<file path="src/hdl/cfcr_pkg.sv">
// shared types and constants of the command frame checker
package cfcr_pkg;

    localparam int unsigned FRAME_BYTES = 10;
    localparam int unsigned POS_W       = 4;

    // frame header bytes
    localparam logic [7:0] HEAD0 = 8'h5E;
    localparam logic [7:0] HEAD1 = 8'h0C;

    // byte positions inside a frame
    localparam logic [POS_W-1:0] POS_HEAD0  = POS_W'(0);
    localparam logic [POS_W-1:0] POS_HEAD1  = POS_W'(1);
    localparam logic [POS_W-1:0] POS_NODE   = POS_W'(2);
    localparam logic [POS_W-1:0] POS_CMD    = POS_W'(3);
    localparam logic [POS_W-1:0] POS_PRIO   = POS_W'(4);
    localparam logic [POS_W-1:0] POS_X_HI   = POS_W'(4);
    localparam logic [POS_W-1:0] POS_X_LO   = POS_W'(5);
    localparam logic [POS_W-1:0] POS_Y_HI   = POS_W'(6);
    localparam logic [POS_W-1:0] POS_Y_LO   = POS_W'(7);
    localparam logic [POS_W-1:0] POS_CHK_HI = POS_W'(FRAME_BYTES - 2);
    localparam logic [POS_W-1:0] POS_LAST   = POS_W'(FRAME_BYTES - 1);
    localparam logic [POS_W-1:0] POS_IDLE   = POS_W'(FRAME_BYTES);

    typedef enum logic [2:0] {
        KIND_TASK    = 3'd0,
        KIND_AVOID   = 3'd1,
        KIND_STOP    = 3'd2,
        KIND_ADVANCE = 3'd3,
        KIND_UNKNOWN = 3'd4
    } t_kind;

    typedef enum logic [2:0] {
        CFG_NODE_ID    = 3'd0,
        CFG_PRIORITY   = 3'd1,
        CFG_TASK_OP    = 3'd2,
        CFG_AVOID_OP   = 3'd3,
        CFG_STOP_OP    = 3'd4,
        CFG_ADVANCE_OP = 3'd5,
        CFG_REPLY_OP   = 3'd6
    } t_cfg_idx;

    typedef struct packed {
        logic [7:0] node_id;
        logic [7:0] priority_level;
        logic [7:0] task_opcode;
        logic [7:0] avoid_opcode;
        logic [7:0] stop_opcode;
        logic [7:0] advance_opcode;
        logic [7:0] reply_opcode;
    } t_cfg;

    // one reply waiting to be sent
    typedef struct packed {
        logic [7:0]  node_id;
        logic [7:0]  reply_opcode;
        logic [7:0]  priority_level;
        logic [15:0] reply_sum;
        t_kind       kind;
        logic [15:0] coord_x;
        logic [15:0] coord_y;
    } t_job;

    typedef struct packed {
        logic empty;
        logic full;
    } t_q_stat;

endpackage

</file>
<file path="src/hdl/cfcr_front.sv">
// frame parser: tracks position, checksum and header, queues a reply job
module cfcr_front (
    input  logic           i_clk,
    input  logic           i_rst_n,
    input  logic           i_valid,
    input  logic [7:0]     i_rx_byte,
    input  logic           i_frame_start,
    input  cfcr_pkg::t_cfg i_cfg,
    output logic           o_push,
    output cfcr_pkg::t_job o_job
);
    import cfcr_pkg::*;

    logic [POS_W-1:0] r_pos, n_pos;
    logic [15:0]      r_sum, n_sum;
    logic             r_prefix_ok, n_prefix_ok;
    logic [7:0]       r_cmd, n_cmd;
    logic [15:0]      r_x, n_x;
    logic [15:0]      r_y, n_y;
    logic [7:0]       r_chk_hi, n_chk_hi;

    logic [POS_W-1:0] w_pos;
    logic             w_active;
    logic             w_good;
    t_kind            w_kind;

    // a start beat always restarts the frame
    assign w_pos    = i_frame_start ? POS_HEAD0 : r_pos;
    assign w_active = i_valid && (w_pos < POS_IDLE);

    // frame is good on its last beat when header, id and checksum agree
    assign w_good = w_active && (w_pos == POS_LAST) && r_prefix_ok
                    && ({r_chk_hi, i_rx_byte} == r_sum);

    // command decode, first match wins
    always_comb begin
        priority if (r_cmd == i_cfg.task_opcode) begin
            w_kind = KIND_TASK;
        end else if (r_cmd == i_cfg.avoid_opcode) begin
            w_kind = KIND_AVOID;
        end else if (r_cmd == i_cfg.stop_opcode) begin
            w_kind = KIND_STOP;
        end else if (r_cmd == i_cfg.advance_opcode) begin
            w_kind = KIND_ADVANCE;
        end else begin
            w_kind = KIND_UNKNOWN;
        end
    end

    // per-position field capture
    always_comb begin
        n_pos       = r_pos;
        n_sum       = r_sum;
        n_prefix_ok = r_prefix_ok;
        n_cmd       = r_cmd;
        n_x         = r_x;
        n_y         = r_y;
        n_chk_hi    = r_chk_hi;
        if (w_active) begin
            n_pos = w_pos + POS_W'(1);
            if (w_pos < POS_CHK_HI) begin
                n_sum = (w_pos == POS_HEAD0) ? {8'h00, i_rx_byte}
                                             : r_sum + {8'h00, i_rx_byte};
            end
            unique case (w_pos)
                POS_HEAD0:  n_prefix_ok = (i_rx_byte == HEAD0);
                POS_HEAD1:  n_prefix_ok = r_prefix_ok && (i_rx_byte == HEAD1);
                POS_NODE:   n_prefix_ok = r_prefix_ok && (i_rx_byte == i_cfg.node_id);
                POS_CMD:    n_cmd = i_rx_byte;
                POS_X_HI:   n_x = {i_rx_byte, r_x[7:0]};
                POS_X_LO:   n_x = {r_x[15:8], i_rx_byte};
                POS_Y_HI:   n_y = {i_rx_byte, r_y[7:0]};
                POS_Y_LO:   n_y = {r_y[15:8], i_rx_byte};
                POS_CHK_HI: n_chk_hi = i_rx_byte;
                default: begin
                end
            endcase
        end
    end

    // parser registers
    always_ff @(posedge i_clk) begin
        if (!i_rst_n) begin
            r_pos       <= POS_IDLE;
            r_prefix_ok <= 1'b0;
        end else begin
            r_pos       <= n_pos;
            r_prefix_ok <= n_prefix_ok;
        end
        r_sum    <= n_sum;
        r_cmd    <= n_cmd;
        r_x      <= n_x;
        r_y      <= n_y;
        r_chk_hi <= n_chk_hi;
    end

    // reply job, register values as of the last frame beat
    assign o_push               = w_good;
    assign o_job.node_id        = i_cfg.node_id;
    assign o_job.reply_opcode   = i_cfg.reply_opcode;
    assign o_job.priority_level = i_cfg.priority_level;
    assign o_job.reply_sum      = {8'h00, HEAD0} + {8'h00, HEAD1}
                                  + {8'h00, i_cfg.node_id}
                                  + {8'h00, i_cfg.reply_opcode}
                                  + {8'h00, i_cfg.priority_level};
    assign o_job.kind           = w_kind;
    assign o_job.coord_x        = r_x;
    assign o_job.coord_y        = r_y;

endmodule

</file>
<file path="src/hdl/cfcr_job_fifo.sv">
// small register queue of reply jobs between parser and sender
module cfcr_job_fifo #(
    parameter int unsigned DEPTH = 2
) (
    input  logic              i_clk,
    input  logic              i_rst_n,
    input  logic              i_push,
    input  cfcr_pkg::t_job    i_job,
    input  logic              i_pop,
    output cfcr_pkg::t_job    o_head,
    output cfcr_pkg::t_q_stat o_stat
);
    import cfcr_pkg::*;

    localparam int unsigned PW = (DEPTH > 1) ? $clog2(DEPTH) : 1;
    localparam int unsigned CW = $clog2(DEPTH + 1);
    localparam logic [PW-1:0] PTR_LAST = PW'(DEPTH - 1);
    localparam logic [CW-1:0] CNT_FULL = CW'(DEPTH);

    t_job          r_mem [DEPTH];
    logic [PW-1:0] r_wp, n_wp;
    logic [PW-1:0] r_rp, n_rp;
    logic [CW-1:0] r_cnt, n_cnt;
    logic          w_wr, w_rd;

    assign o_stat.empty = (r_cnt == '0);
    assign o_stat.full  = (r_cnt == CNT_FULL);
    assign w_wr = i_push && !o_stat.full;
    assign w_rd = i_pop && !o_stat.empty;
    assign o_head = r_mem[r_rp];

    // pointer and count update
    always_comb begin
        n_wp  = r_wp;
        n_rp  = r_rp;
        n_cnt = r_cnt;
        if (w_wr) begin
            n_wp = (r_wp == PTR_LAST) ? '0 : r_wp + PW'(1);
        end
        if (w_rd) begin
            n_rp = (r_rp == PTR_LAST) ? '0 : r_rp + PW'(1);
        end
        if (w_wr && !w_rd) begin
            n_cnt = r_cnt + CW'(1);
        end else if (w_rd && !w_wr) begin
            n_cnt = r_cnt - CW'(1);
        end
    end

    always_ff @(posedge i_clk) begin
        if (!i_rst_n) begin
            r_wp  <= '0;
            r_rp  <= '0;
            r_cnt <= '0;
        end else begin
            r_wp  <= n_wp;
            r_rp  <= n_rp;
            r_cnt <= n_cnt;
        end
    end

    // job storage
    always_ff @(posedge i_clk) begin
        if (w_wr) begin
            r_mem[r_wp] <= i_job;
        end
    end

endmodule

</file>
<file path="src/hdl/cfcr_back.sv">
// reply sender: walks the head job through its ten bytes into an output register
module cfcr_back (
    input  logic              i_clk,
    input  logic              i_rst_n,
    input  cfcr_pkg::t_job    i_head,
    input  cfcr_pkg::t_q_stat i_stat,
    output logic              o_job_pop,
    output logic              o_valid,
    input  logic              i_pop,
    output logic [7:0]        o_tx_byte,
    output logic              o_tx_last,
    output logic [2:0]        o_command_kind,
    output logic [15:0]       o_coord_x,
    output logic [15:0]       o_coord_y
);
    import cfcr_pkg::*;

    logic [POS_W-1:0] r_idx, n_idx;
    logic             r_valid, n_valid;
    logic [7:0]       r_tx_byte;
    logic             r_tx_last;
    logic [2:0]       r_kind;
    logic [15:0]      r_x, r_y;

    logic             w_adv;
    logic             w_last;
    logic [7:0]       w_byte;

    // load a new beat when the output register is free or being taken
    assign w_adv  = !i_stat.empty && (!r_valid || i_pop);
    assign w_last = (r_idx == POS_LAST);
    assign o_job_pop = w_adv && w_last;

    // reply byte for the current index
    always_comb begin
        unique case (r_idx)
            POS_HEAD0:  w_byte = HEAD0;
            POS_HEAD1:  w_byte = HEAD1;
            POS_NODE:   w_byte = i_head.node_id;
            POS_CMD:    w_byte = i_head.reply_opcode;
            POS_PRIO:   w_byte = i_head.priority_level;
            POS_CHK_HI: w_byte = i_head.reply_sum[15:8];
            POS_LAST:   w_byte = i_head.reply_sum[7:0];
            default:    w_byte = 8'h00;
        endcase
    end

    // index and output valid
    always_comb begin
        n_idx   = r_idx;
        n_valid = r_valid;
        if (w_adv) begin
            n_idx   = w_last ? POS_HEAD0 : r_idx + POS_W'(1);
            n_valid = 1'b1;
        end else if (i_pop) begin
            n_valid = 1'b0;
        end
    end

    always_ff @(posedge i_clk) begin
        if (!i_rst_n) begin
            r_idx   <= POS_HEAD0;
            r_valid <= 1'b0;
        end else begin
            r_idx   <= n_idx;
            r_valid <= n_valid;
        end
    end

    // output beat register
    always_ff @(posedge i_clk) begin
        if (w_adv) begin
            r_tx_byte <= w_byte;
            r_tx_last <= w_last;
            r_kind    <= i_head.kind;
            r_x       <= i_head.coord_x;
            r_y       <= i_head.coord_y;
        end
    end

    assign o_valid        = r_valid;
    assign o_tx_byte      = r_tx_byte;
    assign o_tx_last      = r_tx_last;
    assign o_command_kind = r_kind;
    assign o_coord_x      = r_x;
    assign o_coord_y      = r_y;

endmodule

</file>
<file path="src/hdl/command_frame_checker_with_reply_top.sv">
// top level of the command frame checker with reply
//
//  channel   | direction | handshake            | payload
//  ----------+-----------+----------------------+---------------------------------------
//  rx bytes  | in        | push / full          | i_rx_byte, i_frame_start
//  reply     | out       | pop / empty          | o_tx_byte, o_tx_last, o_command_kind,
//            |           |                      | o_coord_x, o_coord_y
//  config    | in        | i_cfg_we             | i_cfg_idx, i_cfg_data
//
// one received byte is taken per cycle; the parser never waits on the sender
// except when JOB_DEPTH replies are already queued, which raises full
// a good frame gives ten reply beats, one per cycle while pop is held, with the
// first beat going through the reply queue and then the output beat register
// reset is synchronous and active low; it empties the reply queue and idles the
// parser until the next start byte
module command_frame_checker_with_reply_top #(
    parameter int unsigned JOB_DEPTH = 2
) (
    input  logic        i_clk,
    input  logic        i_rst_n,
    input  logic        push,
    output logic        full,
    input  logic [7:0]  i_rx_byte,
    input  logic        i_frame_start,
    output logic        empty,
    input  logic        pop,
    output logic [7:0]  o_tx_byte,
    output logic        o_tx_last,
    output logic [2:0]  o_command_kind,
    output logic [15:0] o_coord_x,
    output logic [15:0] o_coord_y,
    input  logic        i_cfg_we,
    input  logic [2:0]  i_cfg_idx,
    input  logic [7:0]  i_cfg_data
);
    import cfcr_pkg::*;

    t_cfg    r_cfg;
    t_job    w_front_job, w_head;
    t_q_stat w_q_stat;
    logic    w_front_push;
    logic    w_job_pop;
    logic    w_out_valid;
    logic    w_in_beat;

    assign w_in_beat = push && !full;
    assign full      = w_q_stat.full;
    assign empty     = !w_out_valid;

    // configuration registers
    always_ff @(posedge i_clk) begin
        if (!i_rst_n) begin
            r_cfg.node_id        <= 8'd0;
            r_cfg.priority_level <= 8'd0;
            r_cfg.task_opcode    <= 8'd0;
            r_cfg.avoid_opcode   <= 8'd1;
            r_cfg.stop_opcode    <= 8'd2;
            r_cfg.advance_opcode <= 8'd3;
            r_cfg.reply_opcode   <= 8'd4;
        end else if (i_cfg_we) begin
            unique case (i_cfg_idx)
                CFG_NODE_ID:    r_cfg.node_id        <= i_cfg_data;
                CFG_PRIORITY:   r_cfg.priority_level <= i_cfg_data;
                CFG_TASK_OP:    r_cfg.task_opcode    <= i_cfg_data;
                CFG_AVOID_OP:   r_cfg.avoid_opcode   <= i_cfg_data;
                CFG_STOP_OP:    r_cfg.stop_opcode    <= i_cfg_data;
                CFG_ADVANCE_OP: r_cfg.advance_opcode <= i_cfg_data;
                CFG_REPLY_OP:   r_cfg.reply_opcode   <= i_cfg_data;
                default: begin
                end
            endcase
        end
    end

    // frame parser
    cfcr_front u_front (
        .i_clk         (i_clk),
        .i_rst_n       (i_rst_n),
        .i_valid       (w_in_beat),
        .i_rx_byte     (i_rx_byte),
        .i_frame_start (i_frame_start),
        .i_cfg         (r_cfg),
        .o_push        (w_front_push),
        .o_job         (w_front_job)
    );

    // reply job queue
    cfcr_job_fifo #(
        .DEPTH (JOB_DEPTH)
    ) u_job_fifo (
        .i_clk   (i_clk),
        .i_rst_n (i_rst_n),
        .i_push  (w_front_push),
        .i_job   (w_front_job),
        .i_pop   (w_job_pop),
        .o_head  (w_head),
        .o_stat  (w_q_stat)
    );

    // reply sender
    cfcr_back u_back (
        .i_clk          (i_clk),
        .i_rst_n        (i_rst_n),
        .i_head         (w_head),
        .i_stat         (w_q_stat),
        .o_job_pop      (w_job_pop),
        .o_valid        (w_out_valid),
        .i_pop          (pop),
        .o_tx_byte      (o_tx_byte),
        .o_tx_last      (o_tx_last),
        .o_command_kind (o_command_kind),
        .o_coord_x      (o_coord_x),
        .o_coord_y      (o_coord_y)
    );

endmodule

</file>
<file path="config.mk">
export PLATFORM = sky130hd
export DESIGN_NAME = command_frame_checker_with_reply_top
export DESIGN_NICKNAME = d
export VERILOG_FILES = /design/src/hdl/cfcr_pkg.sv /design/src/hdl/cfcr_front.sv /design/src/hdl/cfcr_job_fifo.sv /design/src/hdl/cfcr_back.sv /design/src/hdl/command_frame_checker_with_reply_top.sv
export SDC_FILE = /design/constraint.sdc
export NUM_CORES = 1
export LEC_CHECK = 0
export BUFFER_PORTS_ARGS = -buffer_cell sky130_fd_sc_hd__buf_2
export CORE_MARGIN = 2
export CORE_UTILIZATION = 60
export DETAILED_ROUTE_END_ITERATION = 10
export GPL_TIMING_DRIVEN = 0
export PLACE_DENSITY = 0.77
export SLEW_MARGIN = 15
export SYNTH_ARGS = -nofsm -noshare
export SYNTH_HDL_FRONTEND = slang
export SYNTH_HIERARCHICAL = 1
export SYNTH_SLANG_ARGS = --single-unit
</file>
<file path="constraint.sdc">
create_clock -name i_clk -period 15.48 [get_ports i_clk]
set_input_delay 0.774 -clock i_clk [delete_from_list [all_inputs] [get_ports i_clk]]
set_output_delay 0.774 -clock i_clk [all_outputs]
set_load 0.01 [all_outputs]
</file>
==> results of run 1 <==
cell families (layout without fill, tap and decap cells):
family                     count (synthesis)  after routing  synth area share (%)
AOI/OAI and AO/OA                        103            103                  4.83
xor gates and xnor gates                  55             55                  3.32
adders and majority gates                 37             37                  3.70
buffers and inverters                    127            268                  4.68
DFF                                      329            329                  63.1
muxes                                    143            143                  10.5
other                                      1              6                0.0258
and+or+nand+nor                          268            268                  9.81
power by group:
| group | switching, mW | internal, mW |
|---|---|---|
| registers | 0.00798 | 0.957 |
| logic | 0.0587 | 0.0389 |
| clock network | 0.333 | 0.521 |
| total | 0.399 | 1.52 |
routing by layer:
metal / global-route usage (%) / vias up / share of wire (%)
li1: - / 4057 / -
met5: 0 / - / 0
met3: 3.10 / 53 / 5.9
met4: 7.27 / 0 / 2.5
met1: 31.0 / 4126 / 43
met2: 37.6 / 285 / 48
worst paths after layout:
check | endpoint | slack (ps) | depth (start not counted)
max reg2reg | u_job_fifo/r_mem[0][48]$_DFFE_PP_ | 11370 | 12
min | u_job_fifo/r_mem[1][31]$_DFFE_PP_ | 440 | 0
max | u_job_fifo/r_mem[0][48]$_DFFE_PP_ | 11320 | 13
min reg2reg | u_job_fifo/r_mem[1][31]$_DFFE_PP_ | 440 | 0
cell usage after synthesis, types with 25 or more instances:
| library cell | count |
|---|---|
| nand2_1 | 97 |
| nor2b_1 | 34 |
| mux2i_1 | 68 |
| nor2_1 | 34 |
| buf_4 | 33 |
| edfxtp_1 | 258 |
| dfxtp_1 | 71 |
| mux2_1 | 50 |
| xnor2_1 | 34 |
| ha_1 | 27 |
| inv_1 | 53 |
| a21oi_1 | 28 |
| mux2_2 | 25 |
cell type report:
cell class                 instances  area [sq um]
multi-input combinational        612          4740
clock inverter                    18           215
timing repair buffer              77           469
tap                              319           399
buffer                            72           473
fill                            1590          6950
clock buffer                      46           990
sequential                       329          9170
inverter                          55           206
worst reg2reg max path, delay by kind of cell (launching register included):
kind | cells | cell delay [ps]
and+or+nand+nor | 6 | 2020
buffers and inverters | 5 | 1140
DFF | 1 | 350
adders and majority gates | 1 | 300
registers in the layout, indices dropped and copies added (netlist names), named ones only:
name	count
u_job_fifo/r_mem	150
r_cfg	56
u_back/o_command_kind	3
u_front/r_prefix_ok	1
u_back/o_coord_x	16
u_back/r_idx	4
u_back/o_tx_byte	8
u_front/r_sum	16
u_front/r_chk_hi	8
u_front/r_x	16
u_front/r_pos	4
u_job_fifo/r_cnt	2
u_back/o_valid	1
u_back/o_coord_y	16
u_front/r_y	16
u_front/r_cmd	8
u_back/o_tx_last	1
u_job_fifo/r_rp	1
u_job_fifo/r_wp	1
metrics by stage:
stage | setup slack [ps] | cells | hold WS (ps)
after CTS | 11370 | 1528 | 448
after global routing | 11060 | 1528 | 458
final | 11320 | 1528 | 442
after global placement | 7400 | 1457 | 423
after floorplan | 9870 | 1068 | 421
after detailed placement | 10840 | 1464 | 430
==> key figures, run 1 <==
Run status
  – Status: finished clean

Critical path
  – Critical path class: input port to flip-flop
  – Worst-path cell chain: buf_2 > nor2b_1 > ha_1 > clkbuf_1 > nand2_1 > nor4_1 > nand4_1 > nor3_1 > inv_1 > nor3_4 > buf_8 > buf_8 > buf_6
  – Largest stage delay, worst path: 710 ps
  – Top delay family on crit path: simple AND/OR/NAND/NOR gates
  – RR Startpoint: u_front/r_pos[0]$_SDFFE_PN0P_
  – Worst path slowest cell: nor3_4
  – Crit path capture type: flip-flop
  – Sum of buffers and inverters on the critical path: 6
  – Crit path DAT: 4380 ps
  – CP startpoint kind: input port
  – CP required: 15,700 ps
  – Critical Path Source: i_frame_start
  – Critical Path Fanout Max: 16
  – CP most frequent cell: buf_8

Final layout
  – Most common cell after layout, fill and taps aside: edfxtp_1
  – Util after Layout: 70.6%
  – Layout cells sized above 1: 18.9%
  – Final net count: 1,244
  – Area growth syn-to-layout: 14.7%
  – Most frequent cells in the layout: edfxtp_1 (258), nand2_1 (97), buf_2 (83), dfxtp_1 (71), mux2i_1 (68)
  – Antenna Cells: 0
  – Post-Layout Inst Area: 16,700 sq um

Synthesis
  – Distinct cells, synth: 69
  – Synth async-reset ratio: 0%
  – Cell accounting for the most synthesized area: edfxtp_1
  – Synth top area cells: edfxtp_1 (53%), dfxtp_1 (9.8%), mux2i_1 (4.7%)
  – Top_reg_cell synth: edfxtp_1
  – Syn_area_per_cell: 13.7 sq um
  – Synth Cell Area: 14,500 sq um
  – Yosys top cell area share: 53.3%
  – Seq/Total Area, Yosys: 63.1%
  – Post-Syn Instances: 1,063
  – FF+latch count, synth: 329
  – Yosys warnings: 6
  – Post-synth EDFFs: 258

Clock tree
  – # Post-CTS Setup Buffers: 0
  – Worst skew pair latency: 520 ps
  – Clock slew seen by the registers of the worst setup and hold paths: 60 ps
  – Clk buf depth: 3
  – CTS tree: done
  – Clock root cell: clkbuf_16
  – Post-CTS resize count: 0
  – CTS buffer count: 35
  – CTS Sinks: 329
  – CTS H-tree lvls: 2
  – CTS Hold Bufs: 0

Timing
  – Final worst clock skew: 15.3 ps
  – RSZ-0062 raised after global routing: false
  – Slew @ Worst Pin: 830 ps
  – Max Clock Freq: 240 MHz
  – Final Hold Viols: 0
  – Final setup TNS: 0 ps
  – Final setup violating endpoints: 0
  – Fin crit share: 26.9%
  – Max-slew headroom: 44.5%
  – Max-slew violations: 0
  – Fin crit period: 4160 ps

Power and ir drop
  – Total power draw: 1.92 mW
  – Static Leak: 6.65 nW
  – PD cells: 115 nW/um^2
  – Worst vdd ir: 0.101 mV

Die
  – Core area: 23,600 sq um
  – Die width: 160 um
  – DIE HEIGHT: 160 um
  – Initial Utilization: 61.5%
  – Site row count: 56
  – Top Ports: 71
  – Die area: 25,500 sq um

Route
  – Drt pass-1 iters: 5
  – Drt initial violations: 559
  – Via count: 8,521
  – Wire per inst: 18.4 um
  – Wirelength, routed: 28.1 mm
  – ANT nets after route: 0
  – Vias per cell: 5.58
  – Drt drc: 0

Placement
  – I/O Buffers: 70
  – Area post-placement: 15,400 sq um
  – DP HPWL: 19.4 mm
  – Gpl congestion: 0.849

Global route
  – Initial antenna violation count: 0
  – First-pass GRT wire length: 45.3 mm
  – Aggregate global-route resource usage: 22.6%
  – Vias in the first global route: 8,527
  – Largest net degree at the start of global routing: 44
  – GRT overflow: 0

Hold path
  – HP Start: u_front/r_x[15]$_DFFE_PP_
  – Type of the most critical hold path: flip-flop to flip-flop

Flow run
  – Max cap viols: 0
No activity file was read; power rests on OpenSTA's default activity.
==> run 2, diff against run 1 <==
Clock period 15.48 ns to 3.9 ns, I/O delays scaled along.
==> key figures, run 2 (same netlist as run 1, synthesis figures left out) <==
Run status
  – Status: finished clean

Placement
  – DP HPWL: 19.5 mm
  – Area post-placement: 15,500 sq um
  – I/O Buffers: 70
  – Gpl congestion: 0.850

Critical path
  – Sum of buffers and inverters on the critical path: 4
  – R2r setup slk: 290 ps
  – Crit path capture type: flip-flop
  – CP most frequent cell: buf_8
  – Critical path class: flip-flop to flip-flop
  – Crit path DAT: 3820 ps
  – CP startpoint kind: flip-flop
  – Critical Path Source: u_front/r_pos[0]$_SDFFE_PN0P_
  – Top delay family on crit path: simple AND/OR/NAND/NOR gates
  – Critical Path Fanout Max: 14
  – Worst-path cell chain: nor2b_2 > ha_1 > clkbuf_2 > nand2_1 > nor4_1 > nand4_1 > nor3_1 > inv_1 > nor3_4 > buf_8 > buf_8
  – RR Startpoint: u_front/r_pos[0]$_SDFFE_PN0P_
  – FF-to-FF End: u_job_fifo/r_mem[0][71]$_DFFE_PP_
  – Largest stage delay, worst path: 560 ps
  – Worst path slowest cell: nor3_4
  – Worst reg2reg path depth: 11
  – CP required: 4110 ps
  – CP Depth: 11

Final layout
  – Biggest regs: u_job_fifo/r_mem x150, r_cfg x56
  – Most frequent cells in the layout: edfxtp_1 (258), nand2_1 (97), buf_2 (83), dfxtp_1 (71), mux2i_1 (68)
  – Final-layout fill cell count: 1,636
  – Layout cells sized above 1: 18.3%
  – Biggest register: u_job_fifo/r_mem
  – Most common cell after layout, fill and taps aside: edfxtp_1
  – Util after Layout: 70.2%
  – Area growth syn-to-layout: 14.1%
  – Largest register FFs: 150
  – Post-Layout Inst Area: 16,600 sq um
  – Final net count: 1,249

Timing
  – Max Clock Freq: 277 MHz
  – Final setup violating endpoints: 0
  – Hold_ws: 70.6 ps
  – Final Hold Viols: 0
  – Max-slew violations: 0
  – Fin crit share: 92.7%
  – Fin crit period: 3610 ps
  – Final setup TNS: 0 ps
  – RSZ-0062 raised after global routing: false
  – Max-slew headroom: 48.1%
  – Final worst clock skew: 13.9 ps
  – Slew @ Worst Pin: 779 ps

Global route
  – Aggregate global-route resource usage: 22.4%
  – Met2 Use GR: 37.6%
  – M3 GR Usage: 3.36%
  – Vias in the first global route: 8,624
  – First-pass GRT wire length: 44.9 mm
  – Largest net degree at the start of global routing: 44
  – Met1 global-route usage: 30.3%
  – GRT overflow: 0
  – Initial antenna violation count: 1
  – Global routing's busiest layer: met2

Clock tree
  – # Post-CTS Setup Buffers: 0
  – Clock root cell: clkbuf_16
  – Clock slew seen by the registers of the worst setup and hold paths: 60 ps
  – CTS buffer count: 34
  – CTS Hold Bufs: 6
  – CTS Sinks: 329
  – CTS tree: done
  – Clk buf depth: 3
  – Worst skew pair latency: 510 ps
  – CTS H-tree lvls: 2
  – Post-CTS resize count: 0

Hold path
  – Type of the most critical hold path: input port to flip-flop
  – HP Start: i_rst_n
  – Min-Delay Endpoint: u_front/r_pos[3]$_SDFFE_PN1P_
  – Hold path cells: 2

Die
  – Core area: 23,600 sq um
  – Top Ports: 71
  – Die width: 160 um
  – Initial Utilization: 61.5%
  – DIE HEIGHT: 160 um
  – Site row count: 56
  – Die area: 25,500 sq um

Route
  – Vias per cell: 5.59
  – Wire per inst: 18.6 um
  – Drt initial violations: 528
  – ANT nets after route: 0
  – Via count: 8,545
  – Wirelength, routed: 28.4 mm
  – Drt pass-1 iters: 5
  – Drt drc: 0

Power and ir drop
  – Net Sw Frac: 21.3%
  – Static Leak: 6.61 nW
  – Sequential Power Share: 52.9%
  – NetSw: 1.54 mW
  – Gate power share: 5.5%
  – PD cells: 437 nW/um^2
  – Worst vdd ir: 0.436 mV
  – Internal power: 5.69 mW
  – Clock Power Share: 41.6%

Flow run
  – Max cap viols: 0
-- run 2: metal layers --
layer	part of all wire, %	up-vias
met5	0	-
met4	2.4	0
met3	4.9	52
met2	48	231
met1	45	4210
li1	-	4052
-- run 2: worst reg2reg max path: stages (launching register included) --
cell and delay (ps):
dfxtp_1 370, nor2b_2 260, ha_1 270, clkbuf_2 260
nand2_1 130, nor4_1 240, nand4_1 150, nor3_1 490
inv_1 170, nor3_4 560, buf_8 240, buf_8 180
-- run 2: power by group through the flow --
stage / logic [mW] / clock network [mW] / registers, mW
floorplan: 0.272 / 0 / 3.89
global placement: 0.368 / 0 / 3.90
detailed placement: 0.383 / 0 / 3.90
CTS: 0.391 / 3.06 / 3.83
global route: 0.437 / 3.19 / 3.83
finish: 0.397 / 3.01 / 3.83
-- run 2: layout make-up --
class                   instances  area [sq um]  share of cell area, %
well taps                     319           399                   2.41
inverters                      55           206                   1.25
diodes                          1          2.50                 0.0151
multi-input cells             612          4740                   28.6
clock buffers                  44           920                   5.55
flip-flops and latches        329          9170                   55.4
repair buffers                 83           546                   3.29
plain buffers                  72           474                   2.86
clock inverters                14           108                  0.650
-- run 2: metrics by stage --
stage                     cells  power (mW)  worst slack (ps)
final                      1529        7.23               286
after global routing       1528        7.46              48.4
after CTS                  1528        7.28               355
after detailed placement   1464        4.29               330
after global placement     1457        4.27             -1600
after floorplan            1068        4.16              33.4
-- run 2: how the worst max path moves through the flow --
stage / endpoint / slack, ps
global placement: u_job_fifo/r_mem[0][71]$_DFFE_PP_ / -1600
global route: u_job_fifo/r_mem[0][71]$_DFFE_PP_ / 50
floorplan: u_job_fifo/r_mem[0][0]$_DFFE_PP_ / 30
detailed placement: u_job_fifo/r_mem[0][71]$_DFFE_PP_ / 330
finish: u_job_fifo/r_mem[0][71]$_DFFE_PP_ / 290
CTS: u_job_fifo/r_mem[0][71]$_DFFE_PP_ / 350
==> run 3, diff against run 2 <==
Settings changed: GPL_TIMING_DRIVEN 0 to 1, HOLD_SLACK_MARGIN from default to 0.08, RECOVER_POWER from default to 50.
==> key figures, run 3 (same netlist as run 1, synthesis figures left out) <==
Route
  – Vias per cell: 5.67
  – Wire per inst: 19.1 um
  – Drt drc: 0
  – Drt initial violations: 709
  – ANT nets after route: 0
  – Drt pass-1 iters: 5
  – Via count: 8,330
  – Wirelength, routed: 28.0 mm

Critical path
  – Critical Path Source: i_frame_start
  – Critical path class: input port to flip-flop
  – Crit path to: u_job_fifo/r_mem[1][48]$_DFFE_PP_
  – R2r setup slk: 750 ps
  – Crit path DAT: 3590 ps
  – Crit path capture type: flip-flop
  – CP startpoint kind: input port
  – RR Startpoint: u_front/r_pos[0]$_SDFFE_PN0P_
  – CP required: 4080 ps
  – Worst reg2reg path depth: 8
  – Critical Path Fanout Max: 52
  – FF-to-FF End: u_job_fifo/r_mem[1][48]$_DFFE_PP_

Final layout
  – Area growth syn-to-layout: 10.8%
  – Most frequent cells in the layout: edfxtp_1 (258), nand2_1 (97), clkbuf_1 (72), dfxtp_1 (70), mux2i_1 (68)
  – Most common cell after layout, fill and taps aside: edfxtp_1
  – Largest register FFs: 150
  – Layout cells sized above 1: 9.56%
  – Final-layout fill cell count: 1,693
  – Biggest register: u_job_fifo/r_mem
  – Biggest regs: u_job_fifo/r_mem x150, r_cfg x56
  – Antenna Cells: 0
  – Final net count: 1,187

Run status
  – Status: complete, but fails checks
  – Failing checks: max-capacitance violations, max-slew violations

Flow run
  – Max cap viols: 2

Placement
  – I/O Buffers: 70
  – DP HPWL: 17.7 mm
  – Gpl congestion: 0.836
  – DP Worst Slack: 776 ps

Die
  – Die area: 25,500 sq um
  – Top Ports: 71
  – DIE HEIGHT: 160 um
  – Core area: 23,600 sq um
  – Initial Utilization: 61.5%
  – Die width: 160 um
  – Site row count: 56

Timing
  – Fin crit share: 87.5%
  – Hold_ws: 130 ps
  – RSZ-0062 raised after global routing: false
  – Max-slew headroom: -70.4%
  – Max Clock Freq: 293 MHz
  – Max-slew violations: 93
  – Slew @ Worst Pin: 2560 ps
  – Final setup violating endpoints: 0
  – Fin crit period: 3410 ps
  – Final Hold Viols: 0
  – Final setup TNS: 0 ps
  – Final worst slack: 487 ps
  – Final worst clock skew: 9.61 ps

Global route
  – First-pass GRT wire length: 44.4 mm
  – Aggregate global-route resource usage: 22.2%
  – Initial antenna violation count: 0
  – GRT overflow: 0
  – Largest net degree at the start of global routing: 67
  – Vias in the first global route: 8,256

Clock tree
  – CTS Sinks: 329
  – Worst skew pair latency: 510 ps
  – Clock root cell: clkbuf_16
  – CTS tree: done
  – CTS H-tree lvls: 2
  – # Post-CTS Setup Buffers: 0
  – Clk buf depth: 3
  – Clock slew seen by the registers of the worst setup and hold paths: 60 ps
  – CTS buffer count: 34

Hold path
  – Type of the most critical hold path: input port to flip-flop

Power and ir drop
  – Worst vdd ir: 0.387 mV
  – Static Leak: 6.17 nW
  – PD cells: 459 nW/um^2
run 3: changes by cell type in the layout (fill, tap and decap cells not counted), sizes merged:
| cell | delta |
|---|---|
| clkinv | -6 |
| clkbuf | +48 |
| dlygate4sd3 | +4 |
| bufinv | +2 |
| buf | -106 |
| diode | -1 |
run 3: worst max-delay path, cell delays in order:
cell and delay, ps:
dlygate4sd3_1 540, clkbuf_1 350, nand2b_1 240, ha_1 440, nand2_1 120, nor4_1 250
nand4_1 120, nor3_1 410, and3_4 530, buf_12 350
run 3: report_power, final:
part	internal [mW]	leakage [nW]	switching, mW	total [mW]
sequential	3.80	3.09	0.0304	3.83
clock	1.91	0.538	1.28	3.19
combinational	0.146	2.53	0.229	0.375
total	5.85	6.17	1.54	7.39
run 3: repair_timing:
item / in CTS / in global routing
setup endpoints to repair: 0 / 0
endpoints found under the hold margin: 17 / 0
hold buffers: 10 / 0
resized for setup: 0 / 0
run 3: how the worst min path moves through the flow:
stage / start / to / slack, ps / cells after the start
2_1_floorplan: i_rst_n / u_front/r_pos[3]$_SDFFE_PN1P_ / 270 / 1
3_3_place_gp: u_front/r_y[0]$_DFFE_PP_ / u_job_fifo/r_mem[0][0]$_DFFE_PP_ / 420 / 0
3_5_place_dp: u_front/r_x[12]$_DFFE_PP_ / u_job_fifo/r_mem[1][28]$_DFFE_PP_ / 430 / 0
4_1_cts: i_rx_byte[6] / u_front/r_chk_hi[6]$_DFFE_PP_ / 100 / 1
5_1_grt: i_cfg_data[5] / r_cfg[13]$_SDFFE_PN0P_ / 170 / 3
6_report: i_cfg_data[5] / r_cfg[13]$_SDFFE_PN0P_ / 130 / 3
run 3: layout make-up:
class	count	area, sq um	share of cell area, %
Inverter	55	206	1.28
Sequential cell	329	9170	57.0
Clock inverter	10	144	0.894
Multi-Input combinational cell	612	4710	29.3
Tap cell	319	399	2.48
Timing Repair Buffer	93	495	3.08
Clock buffer	52	958	5.96
run 3: metal layers:
layer  track usage, %  vias to the layer above  part of all wire (%)
met2             35.0                      285                    46
li1                 -                     3939                     -
met5                0                        -                     0
met3             3.65                       49                   6.8
met1             32.0                     4057                    45
met4             7.02                        0                   2.2
run 3: stage by stage:
stage	util, %	area, sq um	power, mW	cells
global placement	63.4	15000	4.25	1398
floorplan	-	14600	4.16	1068
CTS	68.5	16200	7.44	1470
finish	68.1	16100	7.39	1470
detailed placement	63.4	15000	4.26	1398
global route	68.1	16100	7.62	1470
